$ cat src/hw/rtl/scst_pkg.sv
// scst_pkg: shared types and constants of the serial-set countdown timer
// no dependencies; imported by every module of the block
package scst_pkg;

  // line buffer limit; a line ends once LINE_LIMIT-1 bytes are held
  localparam int unsigned LINE_LIMIT = 20;
  localparam int unsigned LCNT_W     = 5;

  // field widths
  localparam int unsigned BYTE_W    = 8;
  localparam int unsigned CNT_W     = 16;
  localparam int unsigned DISP_W    = 17;
  localparam int unsigned SERVO_W   = 2;
  localparam int unsigned TDIV_W    = 8;
  localparam int unsigned CFG_IDX_W = 1;
  localparam int unsigned CFG_W     = 16;
  localparam int unsigned OUT_BITS  = SERVO_W + DISP_W + CNT_W + 2;
  localparam int unsigned OUT_TD_W  = ((OUT_BITS + 7) / 8) * 8;

  // reset values
  localparam logic [TDIV_W-1:0] TICK_DIVIDE_RST  = 8'd4;
  localparam logic [CNT_W-1:0]  WARN_SECONDS_RST = 16'd300;
  localparam logic [CNT_W-1:0]  COUNTDOWN_RST    = 16'd350;

  // configuration register indexes
  localparam logic [CFG_IDX_W-1:0] CFG_TICK_DIVIDE  = 1'd0;
  localparam logic [CFG_IDX_W-1:0] CFG_WARN_SECONDS = 1'd1;

  // special characters
  localparam logic [BYTE_W-1:0] CH_NUL   = 8'd0;
  localparam logic [BYTE_W-1:0] CH_LF    = 8'd10;
  localparam logic [BYTE_W-1:0] CH_CR    = 8'd13;
  localparam logic [BYTE_W-1:0] CH_SPACE = 8'd32;
  localparam logic [BYTE_W-1:0] CH_PLUS  = 8'd43;
  localparam logic [BYTE_W-1:0] CH_MINUS = 8'd45;
  localparam logic [BYTE_W-1:0] CH_ZERO  = 8'd48;
  localparam logic [BYTE_W-1:0] CH_NINE  = 8'd57;
  localparam logic [BYTE_W-1:0] CH_TAB   = 8'd9;
  localparam logic [BYTE_W-1:0] CH_B     = 8'd98;
  localparam logic [BYTE_W-1:0] CH_L     = 8'd108;
  localparam logic [BYTE_W-1:0] CH_S     = 8'd115;

  // reciprocal of 60 scaled by 2^21, exact for every 16-bit value
  localparam logic [CNT_W-1:0] RECIP60 = 16'd34953;
  localparam int unsigned RECIP_SH = 21;
  localparam int unsigned MIN_W    = 11;

  typedef enum logic [SERVO_W-1:0] {
    SERVO_DOWN = 2'd0,
    SERVO_MID  = 2'd1,
    SERVO_UP   = 2'd2
  } servo_t;

  typedef enum logic [1:0] {
    PH_SKIP   = 2'd0,
    PH_DIGITS = 2'd1,
    PH_DONE   = 2'd2
  } parse_phase_t;

  typedef enum logic [1:0] {
    CMD_BRAKE   = 2'd0,
    CMD_LECTURE = 2'd1,
    CMD_STOP    = 2'd2,
    CMD_OTHER   = 2'd3
  } cmd_t;

  // end-of-line event from the parser to the timer
  typedef struct packed {
    logic             done;
    logic             empty;
    cmd_t             cmd;
    logic [CNT_W-1:0] secs;
  } line_evt_t;

  // visible timer state
  typedef struct packed {
    logic              day_finished;
    logic              brake_active;
    logic [CNT_W-1:0]  seconds_remaining;
    logic [DISP_W-1:0] display_value;
    servo_t            servo_position;
  } timer_state_t;

endpackage

$ cat src/hw/rtl/serial_set_countdown_timer.sv
// serial_set_countdown_timer: top level with input and result registers
// depends on scst_pkg, scst_line_parser, scst_timer
//
// channel | direction | contents
// in_     | input     | tdata: rx_byte[7:0]; tuser: mode (0 byte, 1 tick)
// out_    | output    | tdata: servo_position, display_value, seconds_remaining,
//         |           |        brake_active, day_finished (from bit 0 up)
// cfg_    | input     | write enable, register index, write data
//
// one word per cycle while out_ does not stall; a word taken passes the input register,
// then the timer update writes its result into the result register
// reset is synchronous; valid flags, configuration, parser and timer state return to reset values
// a stalled result holds in the result register while the input register
// still drains into it as soon as out_tready takes the held word
module serial_set_countdown_timer (
  input  logic                             clk,
  input  logic                             rst_n,
  input  logic                             in_tvalid,
  output logic                             in_tready,
  input  logic [scst_pkg::BYTE_W-1:0]      in_tdata,   // rx_byte[7:0]
  input  logic                             in_tuser,   // mode
  output logic                             out_tvalid,
  input  logic                             out_tready,
  // servo_position[1:0], display_value[18:2], seconds_remaining[34:19],
  // brake_active[35], day_finished[36], zero fill[39:37]
  output logic [scst_pkg::OUT_TD_W-1:0]    out_tdata,
  input  logic                             cfg_we,
  input  logic [scst_pkg::CFG_IDX_W-1:0]   cfg_index,
  input  logic [scst_pkg::CFG_W-1:0]       cfg_wdata
);
  import scst_pkg::*;

  logic              s1_valid_r;
  logic              s1_mode_r;
  logic [BYTE_W-1:0] s1_byte_r;
  logic              out_valid_r;
  logic [OUT_TD_W-1:0] out_data_r;
  logic [TDIV_W-1:0] tick_divide_r;
  logic [CNT_W-1:0]  warn_seconds_r;
  logic              s1_go;
  line_evt_t         evt;
  timer_state_t      tstate;

  // handshake
  assign s1_go     = s1_valid_r && (!out_valid_r || out_tready);
  assign in_tready = !s1_valid_r || s1_go;

  // configuration registers
  always_ff @(posedge clk) begin
    if (!rst_n) begin
      tick_divide_r  <= TICK_DIVIDE_RST;
      warn_seconds_r <= WARN_SECONDS_RST;
    end else if (cfg_we) begin
      case (cfg_index)
        CFG_TICK_DIVIDE:  tick_divide_r  <= cfg_wdata[TDIV_W-1:0];
        CFG_WARN_SECONDS: warn_seconds_r <= cfg_wdata;
        default: ;
      endcase
    end
  end

  // input register
  always_ff @(posedge clk) begin
    if (!rst_n) begin
      s1_valid_r <= 1'b0;
    end else if (in_tready) begin
      s1_valid_r <= in_tvalid;
    end
  end

  always_ff @(posedge clk) begin
    if (in_tready && in_tvalid) begin
      s1_mode_r <= in_tuser;
      s1_byte_r <= in_tdata;
    end
  end

  // line parsing and timer state
  scst_line_parser u_parser (
    .clk       (clk),
    .rst_n     (rst_n),
    .byte_step (s1_go && !s1_mode_r),
    .rx_byte   (s1_byte_r),
    .evt       (evt)
  );

  scst_timer u_timer (
    .clk          (clk),
    .rst_n        (rst_n),
    .tick_step    (s1_go && s1_mode_r),
    .evt          (evt),
    .tick_divide  (tick_divide_r),
    .warn_seconds (warn_seconds_r),
    .state        (tstate)
  );

  // result register
  always_ff @(posedge clk) begin
    if (!rst_n) begin
      out_valid_r <= 1'b0;
    end else if (s1_go) begin
      out_valid_r <= 1'b1;
    end else if (out_tready) begin
      out_valid_r <= 1'b0;
    end
  end

  always_ff @(posedge clk) begin
    if (s1_go) out_data_r <= OUT_TD_W'(tstate);
  end

  assign out_tvalid = out_valid_r;
  assign out_tdata  = out_data_r;

endmodule

$ cat src/hw/rtl/scst_line_parser.sv
// scst_line_parser: gathers serial bytes into a line and parses minutes
// depends on scst_pkg
module scst_line_parser (
  input  logic                          clk,
  input  logic                          rst_n,
  input  logic                          byte_step,
  input  logic [scst_pkg::BYTE_W-1:0]   rx_byte,
  output scst_pkg::line_evt_t           evt
);
  import scst_pkg::*;

  logic [LCNT_W-1:0] line_count_r, line_count_nxt;
  logic [BYTE_W-1:0] cmd_char_r, cmd_char_nxt;
  parse_phase_t      phase_r, phase_nxt;
  logic              neg_r, neg_nxt;
  logic [CNT_W-1:0]  acc_r, acc_nxt;

  logic              line_end;
  logic              is_digit;
  logic              is_blank;
  logic [CNT_W-1:0]  acc_digit;
  logic [CNT_W-1:0]  minutes;

  // character classes
  assign line_end = (rx_byte == CH_LF) || (line_count_r >= LCNT_W'(LINE_LIMIT - 1));
  assign is_digit = (rx_byte >= CH_ZERO) && (rx_byte <= CH_NINE);
  assign is_blank = (rx_byte == CH_SPACE) || ((rx_byte >= CH_TAB) && (rx_byte <= CH_CR));
  assign acc_digit = (acc_r << 3) + (acc_r << 1) + CNT_W'(rx_byte - CH_ZERO);

  // next line state
  always_comb begin
    line_count_nxt = line_count_r;
    cmd_char_nxt   = cmd_char_r;
    phase_nxt      = phase_r;
    neg_nxt        = neg_r;
    acc_nxt        = acc_r;
    if (byte_step) begin
      if (line_end) begin
        line_count_nxt = '0;
        cmd_char_nxt   = CH_NUL;
        phase_nxt      = PH_SKIP;
        neg_nxt        = 1'b0;
        acc_nxt        = '0;
      end else if (rx_byte != CH_CR) begin
        line_count_nxt = line_count_r + LCNT_W'(1);
        if (line_count_r == '0) begin
          cmd_char_nxt = rx_byte;
          if (rx_byte == CH_NUL) phase_nxt = PH_DONE;
        end else if (rx_byte == CH_NUL) begin
          phase_nxt = PH_DONE;
        end else begin
          case (phase_r)
            PH_SKIP: begin
              if (!is_blank) begin
                if (rx_byte == CH_PLUS) begin
                  phase_nxt = PH_DIGITS;
                end else if (rx_byte == CH_MINUS) begin
                  neg_nxt   = 1'b1;
                  phase_nxt = PH_DIGITS;
                end else if (is_digit) begin
                  acc_nxt   = acc_digit;
                  phase_nxt = PH_DIGITS;
                end else begin
                  phase_nxt = PH_DONE;
                end
              end
            end
            PH_DIGITS: begin
              if (is_digit) acc_nxt = acc_digit;
              else          phase_nxt = PH_DONE;
            end
            default: phase_nxt = phase_r;
          endcase
        end
      end
    end
  end

  // end-of-line event: command kind and minutes*60
  assign minutes = neg_r ? (CNT_W'(0) - acc_r) : acc_r;

  always_comb begin
    evt.done  = byte_step && line_end;
    evt.empty = (line_count_r == '0);
    evt.secs  = (minutes << 6) - (minutes << 2);
    case (cmd_char_r)
      CH_B:    evt.cmd = CMD_BRAKE;
      CH_L:    evt.cmd = CMD_LECTURE;
      CH_S:    evt.cmd = CMD_STOP;
      default: evt.cmd = CMD_OTHER;
    endcase
  end

  // line registers
  always_ff @(posedge clk) begin
    if (!rst_n) begin
      line_count_r <= '0;
      cmd_char_r   <= CH_NUL;
      phase_r      <= PH_SKIP;
      neg_r        <= 1'b0;
      acc_r        <= '0;
    end else begin
      line_count_r <= line_count_nxt;
      cmd_char_r   <= cmd_char_nxt;
      phase_r      <= phase_nxt;
      neg_r        <= neg_nxt;
      acc_r        <= acc_nxt;
    end
  end

endmodule

$ cat src/hw/rtl/scst_timer.sv
// scst_timer: countdown, tick divider, servo and display state
// depends on scst_pkg; takes line events from scst_line_parser
module scst_timer (
  input  logic                          clk,
  input  logic                          rst_n,
  input  logic                          tick_step,
  input  scst_pkg::line_evt_t           evt,
  input  logic [scst_pkg::TDIV_W-1:0]   tick_divide,
  input  logic [scst_pkg::CNT_W-1:0]    warn_seconds,
  output scst_pkg::timer_state_t        state
);
  import scst_pkg::*;

  logic [CNT_W-1:0]  countdown_r, countdown_nxt;
  logic [TDIV_W-1:0] tick_count_r, tick_count_nxt;
  logic              brake_r, brake_nxt;
  logic              day_done_r, day_done_nxt;
  servo_t            servo_r, servo_nxt;
  logic [DISP_W-1:0] display_r, display_nxt;

  logic [TDIV_W-1:0]     tick_dec;
  logic [CNT_W-1:0]      cd_dec;
  logic [2*CNT_W-1:0]    recip_prod;
  logic [MIN_W-1:0]      disp_min;
  logic [CNT_W-1:0]      min_x60;
  logic [CNT_W-1:0]      disp_sec;
  logic [DISP_W-1:0]     disp_val;

  // one second step and its display value
  assign tick_dec   = tick_count_r - TDIV_W'(1);
  assign cd_dec     = countdown_r - CNT_W'(1);
  assign recip_prod = cd_dec * RECIP60;
  assign disp_min   = recip_prod[RECIP_SH +: MIN_W];
  assign min_x60    = (CNT_W'(disp_min) << 6) - (CNT_W'(disp_min) << 2);
  assign disp_sec   = cd_dec - min_x60;
  assign disp_val   = (DISP_W'(disp_min) << 6) + (DISP_W'(disp_min) << 5)
                    + (DISP_W'(disp_min) << 2) + DISP_W'(disp_sec);

  // next timer state
  always_comb begin
    countdown_nxt  = countdown_r;
    tick_count_nxt = tick_count_r;
    brake_nxt      = brake_r;
    day_done_nxt   = day_done_r;
    servo_nxt      = servo_r;
    display_nxt    = display_r;
    if (tick_step) begin
      tick_count_nxt = tick_dec;
      if (tick_dec == '0) begin
        countdown_nxt  = cd_dec;
        display_nxt    = disp_val;
        tick_count_nxt = tick_divide;
        if ((cd_dec == warn_seconds) && !brake_r) servo_nxt = SERVO_MID;
      end
    end else if (evt.done) begin
      if (evt.empty) begin
        countdown_nxt = '0;
      end else begin
        case (evt.cmd)
          CMD_BRAKE: begin
            brake_nxt     = 1'b1;
            servo_nxt     = SERVO_UP;
            countdown_nxt = evt.secs;
          end
          CMD_LECTURE: begin
            brake_nxt     = 1'b0;
            servo_nxt     = SERVO_DOWN;
            countdown_nxt = evt.secs;
          end
          CMD_STOP: begin
            brake_nxt    = 1'b0;
            day_done_nxt = 1'b1;
          end
          default: countdown_nxt = evt.secs;
        endcase
      end
    end
  end

  // timer registers
  always_ff @(posedge clk) begin
    if (!rst_n) begin
      countdown_r  <= COUNTDOWN_RST;
      tick_count_r <= TICK_DIVIDE_RST;
      brake_r      <= 1'b0;
      day_done_r   <= 1'b0;
      servo_r      <= SERVO_DOWN;
      display_r    <= '0;
    end else begin
      countdown_r  <= countdown_nxt;
      tick_count_r <= tick_count_nxt;
      brake_r      <= brake_nxt;
      day_done_r   <= day_done_nxt;
      servo_r      <= servo_nxt;
      display_r    <= display_nxt;
    end
  end

  // state after the current word
  assign state.day_finished      = day_done_nxt;
  assign state.brake_active      = brake_nxt;
  assign state.seconds_remaining = countdown_nxt;
  assign state.display_value     = display_nxt;
  assign state.servo_position    = servo_nxt;

endmodule

$ cat config.mk
export PLATFORM = sky130hd
export DESIGN_NAME = serial_set_countdown_timer
export DESIGN_NICKNAME = d
export VERILOG_FILES = /design/src/hw/rtl/scst_pkg.sv /design/src/hw/rtl/serial_set_countdown_timer.sv /design/src/hw/rtl/scst_line_parser.sv /design/src/hw/rtl/scst_timer.sv
export SDC_FILE = /design/constraint.sdc
export NUM_CORES = 1
export LEC_CHECK = 0
export BUFFER_PORTS_ARGS = -buffer_cell sky130_fd_sc_hd__buf_2
export CAP_MARGIN = 20
export CORE_UTILIZATION = 45
export CTS_CLUSTER_SIZE = 24
export DETAILED_ROUTE_END_ITERATION = 10
export PLACE_DENSITY_LB_ADDON = 0.25
export SYNTH_ARGS = -nofsm -noshare
export SYNTH_HDL_FRONTEND = slang
export SYNTH_SLANG_ARGS = --single-unit
$ cat constraint.sdc
create_clock -name clk -period 15.5 [get_ports clk]
set_clock_uncertainty 0.05 [all_clocks]
set_input_delay 3.1 -clock clk [delete_from_list [all_inputs] [get_ports clk]]
set_output_delay 3.1 -clock clk [all_outputs]
set_load 0.05 [all_outputs]
Word-level counts from Yosys, hierarchy flattened
Cells that the tools add are included.
Word-level totals
  word-level logic and storage cells: 155
  input bits: 31
  output and inout port bits: 42
  register bits after elaboration: 149
Cells by class
  $mul: 1
  bitwise gates (word level): 1
  reductions and logical operators: 36
  $add $sub $neg: 13
  muxes and demuxes: 59
  order comparisons: 5
  equal/unequal tests: 22
Operator list (number)
  $mux W16: 13
  $add A17 B16 Y17: 2
  $mux W17: 2
  $add A16 B16 Y16: 2
  $mul A16 B16 Y32 const B: 1
  $mux W8: 4
  $pmux W16 S2: 1
  $sub A16 B16 Y16: 2
  $mux W2: 15
  $eq A8 B6 Y1 const B: 3
  $eq A8 B7 Y1 const B: 3
  $add A17 B13 Y17: 1
  $mux W1: 17
  $eq A16 B16 Y1: 1
  $logic_not A8 Y1: 2
  $reduce_and A8 Y1: 2
  $sub A16 B1 Y16 const B: 1
  $sub A16 B13 Y16: 1
  $mux W14: 1
  $sub A1 B14 Y14 const A: 1
  $mux W5: 2
  $reduce_bool A2 Y1: 5
  $ne A3 B2 Y1 const B: 3
  $sub A8 B6 Y9 const B: 1
  29 further kinds: 51

Depth between registers and ports, before layout
  word-level depth: 11
  depth in mapped cells: 45
  gate-level depth less buffers: 44

By module
From an unflattened synthesis, not the netlist that was laid out.
Unflattened totals
  cells, all modules: 1379
  area total of the unflattened synthesis: 12663.4 sq um
Modules (own cells, without submodules)
  scst_timer: times used 1, cells each 829, area each 6975.4 sq um, seq. area each 900.9 sq um
  scst_line_parser: times used 1, cells each 386, area each 3191.8 sq um, seq. area each 600.6 sq um
  serial_set_countdown_timer: times used 1, cells each 164, area each 2496.1 sq um, seq. area each 1901.8 sq um

Least setup slack after synthesis
OpenSTA, ideal clock, no wires.
  path type: register to register
  from: register u_timer.countdown_r[0]
  to: register u_timer.display_r[16]
  path buffers: 2
  cell stages (with the launch flop): 43
  setup slack: 4.916 ns
  arrival time: 10.449 ns
  path through: dfxtp_1 -> clkbuf_1 -> or4_1 -> clkbuf_1 -> or4_1 -> xor2_1 -> inv_1 -> ha_1 -> ha_1 -> xnor2_1 -> fa_1 -> inv_1 -> ha_1 -> ha_1 -> ha_1 -> a2111oi_0 -> o21ai_0 -> o21ai_0 -> [... 7 more ...] -> ha_1 -> nor2b_1 -> a311o_1 -> a21o_1 -> a21o_1 -> a41o_1 -> nor2_1 -> xnor2_1 -> fa_1 -> ha_1 -> ha_1 -> and3_1 -> a21oi_1 -> o21ai_0 -> o41ai_1 -> xnor2_1 -> xnor3_1 -> a211oi_1
Between the ends
  cells in the longest elaborated chain, start to end: 7
  elaborated cells between the ends (all ways): 9
  classes of those cells: add/sub: 6; mul: 1; mux: 2
RTL lines
  start, declared: RTL line scst_timer.sv:14  | logic [CNT_W-1:0] countdown_r, countdown_nxt;
  start signal, assigned: RTL line scst_timer.sv:90  | countdown_r <= countdown_nxt;
  $sub A16 B1 Y16 (*): RTL line scst_timer.sv:31  | assign cd_dec = countdown_r - CNT_W'(1);
  $mul A16 B16 Y32: RTL line scst_timer.sv:32  | assign recip_prod = cd_dec * RECIP60;
  $add A17 B16 Y17 or $sub A16 B13 Y16 (tied branches): RTL line scst_timer.sv:36, scst_timer.sv:34
  $add A17 B13 Y17 or $sub A16 B16 Y16 (tied branches): RTL line scst_timer.sv:37, scst_timer.sv:35
  $add A17 B16 Y17 (*): RTL line scst_timer.sv:37  | + (DISP_W'(disp_min) << 2) + DISP_W'(disp_sec);
  $mux W17 (*): RTL line scst_timer.sv:49  | if (tick_dec == '0) begin
  $mux W17 (*): RTL line scst_timer.sv:47  | if (tick_step) begin
  end signal, assigned: RTL line scst_timer.sv:95  | display_r <= display_nxt;
  end, declared: RTL line scst_timer.sv:19  | logic [DISP_W-1:0] display_r, display_nxt;
Every way passes the cells marked *; elsewhere a longest branch is shown, timed or not.
A chain may end at the register's enable or synchronous reset.

Worst setup path in the final report
Ends and elaborated chain as after synthesis.

==> out/summary.txt <==
PortBufs = 69
Worst min path class = reg -> reg
H-tree depth = 4
Worst path max stage delay = 0.62 ns
Ys flop type = dfxtp_1
P_sw = 0.000335 W
Seq/Total Area, Yosys = 27.4%
Dpl ws = 3.75 ns
CTS tree = done
CTS Root Cell = clkbuf_16
RePlAce Congestion = 0.872
Outcome = finished clean
Detailed Routing Iterations Pass 1 = 5
Post-DP HPWL = 23100 um
Total wire length = 29700 um
Clock share of power = 39.1%
Placed Area = 0.0131 sq mm
Vias per inst = 5.47
Buf/Inv on CP = 8
All-Layer GR Usage = 21.5%
Crit path arrival time = 12.01 ns
First-pass GRT wire length = 48400 um
Overall die width = 168 um
DR DRC count = 0
Static Leakage = 6.45 nW
Post-Synthesis Cell Area = 0.0124 sq mm
RSZ-0062 raised after global routing = false
YS warnings = 0
Final Max Slew Viols = 0
Setup violators final = 0
Clock latency on the worst-skew pair = 0.44 ns
Sw Share = 31.8%
Clock transition at path regs = 0.07 ns
Antenna violations before repair = 0
Vias in the first global route = 9765
Setup slack after layout = 3.78 ns
Total gr overflow = 0
Setup CP Type = reg -> reg
CP Launch Type = flip-flop
Area Overhead vs Synth = 9.99%
Row Count = 60
# IOs = 73
Gate power share = 21.4%
Setup Buffers After CTS = 0
Yosys reg bits = 147
Share of power burned in registers = 39.5%
Synth async-reset ratio = 0%
Layout cells sized above 1 = 9.57%
Post_cts resized = 0
Maximum clock rate = 85.4 MHz
Area leader, netlist = ha_1
Largest cells by area after synthesis = ha_1, dfxtp_1, edfxtp_1
Initial core utilization = 46.0%
Max cap viols = 0
Worst setup EP type = flip-flop
Slowest-stage cell, CP = nor3b_1
Syn Inst Count = 1405
Relative slew slack = 33.4%
Non-filler cells, final = 1815
Critical path required time = 15.79 ns
Dpl cells = 1783
Hold buffer count at cts = 0
Clock Sinks = 147
Worst-Margin Slew = 0.993 ns
Post-synth top area share = 17.0%
Final hold vios = 0
CP delay by family, top = adder cells
NumNets Final = 1713
Fin crit share = 75.6%
Maximum VDD drop = 0.0707 mV
Pin count of the biggest net entering global routing = 72
DRT antenna net count = 0
Post-route cell area = 0.0137 sq mm
Iteration-0 DRC Markers = 551
Clk buf depth = 2
Via count = 9929
Syn Area/Cell = 8.85 sq um
Post-synth EDFFs = 46
Total negative slack = 0 ns
PD cells = 77.0 mW/mm^2
Die Ht = 168 um
Period minus WS final = 11.72 ns
Post-synth cell types = 78
Cell mode on critical path = ha_1
CTS Buf Count = 17
Critical-path maximum fanout = 9
Core ar. = 0.0270 sq mm
Pint = 0.000718 W
Wire per inst = 16.4 um
Ant diodes = 0
Die footprint = 0.0283 sq mm
Total power = 0.00105 W
-- cell usage after synthesis, types with 3 or more instances --
cell type,instances
nor2_1,92
nand3_1,26
o211ai_1,6
dfxtp_1,101
xnor2_1,63
nor2b_1,9
or2_2,14
nand3b_1,3
o21ai_0,52
o311a_1,4
nand2b_1,8
or4_1,7
a221oi_1,4
buf_4,4
clkinv_1,3
a21o_1,24
o221ai_1,6
nand2_1,145
or3b_2,3
or3_1,7
nor4_1,7
mux2_2,4
nand4_1,11
edfxtp_1,46
and4b_1,3
o21bai_1,4
a21oi_1,90
a31oi_1,8
xor2_1,37
a32o_1,3
nor3_1,30
clkbuf_1,36
a22oi_1,16
mux2i_1,6
o21a_1,11
a211oi_1,13
and3_1,17
o31ai_1,9
fa_1,52
a2111oi_0,4
ha_1,169
nor3b_1,10
and2_1,25
inv_1,159
o41ai_1,4
-- layer usage --
layer / GRT usage, % / vias up / wire length, um
met5: 0 / - / 0
met4: 8.85 / 0 / 852
met3: 3.48 / 50 / 1190
met2: 37.1 / 193 / 14200
met1: 26.6 / 4675 / 13400
li1: - / 5011 / -
-- logic make-up (layout without fill, tap and decap cells) --
| kind of cell | after synthesis | in the layout | synth area share (%) |
|---|---|---|---|
| AND/OR/NAND/NOR | 429 | 429 | 17.0 |
| buffers and inverters | 206 | 273 | 6.36 |
| flip-flops | 147 | 147 | 27.4 |
| other | 1 | 3 | 0.0301 |
| multiplexers | 10 | 10 | 0.845 |
| AO/OA/AOI/OAI | 287 | 287 | 15.3 |
| adder cells (fa/ha/maj) | 221 | 221 | 25.4 |
| XOR/XNOR | 104 | 104 | 7.79 |
-- metrics by stage --
step           util, %  hold WS [ns]
6_report          50.6         0.410
5_1_grt           50.6         0.418
4_1_cts           50.6         0.410
3_5_place_dp      48.5         0.400
3_3_place_gp      48.5         0.396
2_1_floorplan        -         0.382
-- power groups by stage --
stage	clock, W	sequential (W)	combinational [W]
after floorplan	0	0.000432	0.000167
after global placement	0	0.000424	0.000220
after detailed placement	0	0.000424	0.000224
after CTS	0.000419	0.000415	0.000227
after global routing	0.000432	0.000417	0.000255
final	0.000412	0.000416	0.000225
-- layout make-up --
type | instances | area [sq um]
multi-input combinational | 1054 | 8260
clock buffer | 19 | 454
sequential | 147 | 3400
tap | 341 | 427
clock inverter | 13 | 113
inverter | 163 | 612
timing repair buffer | 78 | 413
fill | 2538 | 13300
-- path summary, 6_finish.rpt --
path	from	end	slack [ns]	cells past startpoint
worst max-delay path	u_timer.countdown_r[0]$_SDFF_PN0_	u_timer.display_r[16]$_SDFF_PN0_	3.78	43
worst min-delay path	tick_divide_r[1]$_SDFFE_PN0P_	tick_divide_r[1]$_SDFFE_PN0P_	0.41	2
worst max register to register	u_timer.countdown_r[0]$_SDFF_PN0_	u_timer.display_r[16]$_SDFF_PN0_	3.78	43
worst min register to register	tick_divide_r[1]$_SDFFE_PN0P_	tick_divide_r[1]$_SDFFE_PN0P_	0.41	2
-- placed cells by master, fill, tap and decap left out, types with 26 or more instances in the layout --
master | Yosys | final
nand3_1 | 26 | 26
xor2_1 | 37 | 37
edfxtp_1 | 46 | 46
inv_1 | 159 | 159
nor3_1 | 30 | 30
fa_1 | 52 | 52
ha_1 | 169 | 169
dfxtp_1 | 101 | 101
o21ai_0 | 52 | 51
buf_2 | 2 | 69
xnor2_1 | 63 | 63
a21oi_1 | 90 | 90
nor2_1 | 92 | 92
nand2_1 | 145 | 145
-- registers in the layout, indices dropped and copies added (netlist names), 8 cells and up --
register,flops
s1_byte_r,8
u_timer.tick_count_r,8
out_tdata,37
u_parser.cmd_char_r,8
u_parser.acc_r,14
warn_seconds_r,16
tick_divide_r,8
u_timer.display_r,17
u_timer.countdown_r,16
-- tightest hold or removal path, delay by kind of cell (launching register included) --
family           cells  cell delay [ns]
AO/OA/AOI/OAI        1             0.05
AND/OR/NAND/NOR      1             0.05
flip-flops           1             0.31
Note: power is estimated with default switching activity, not from simulation.
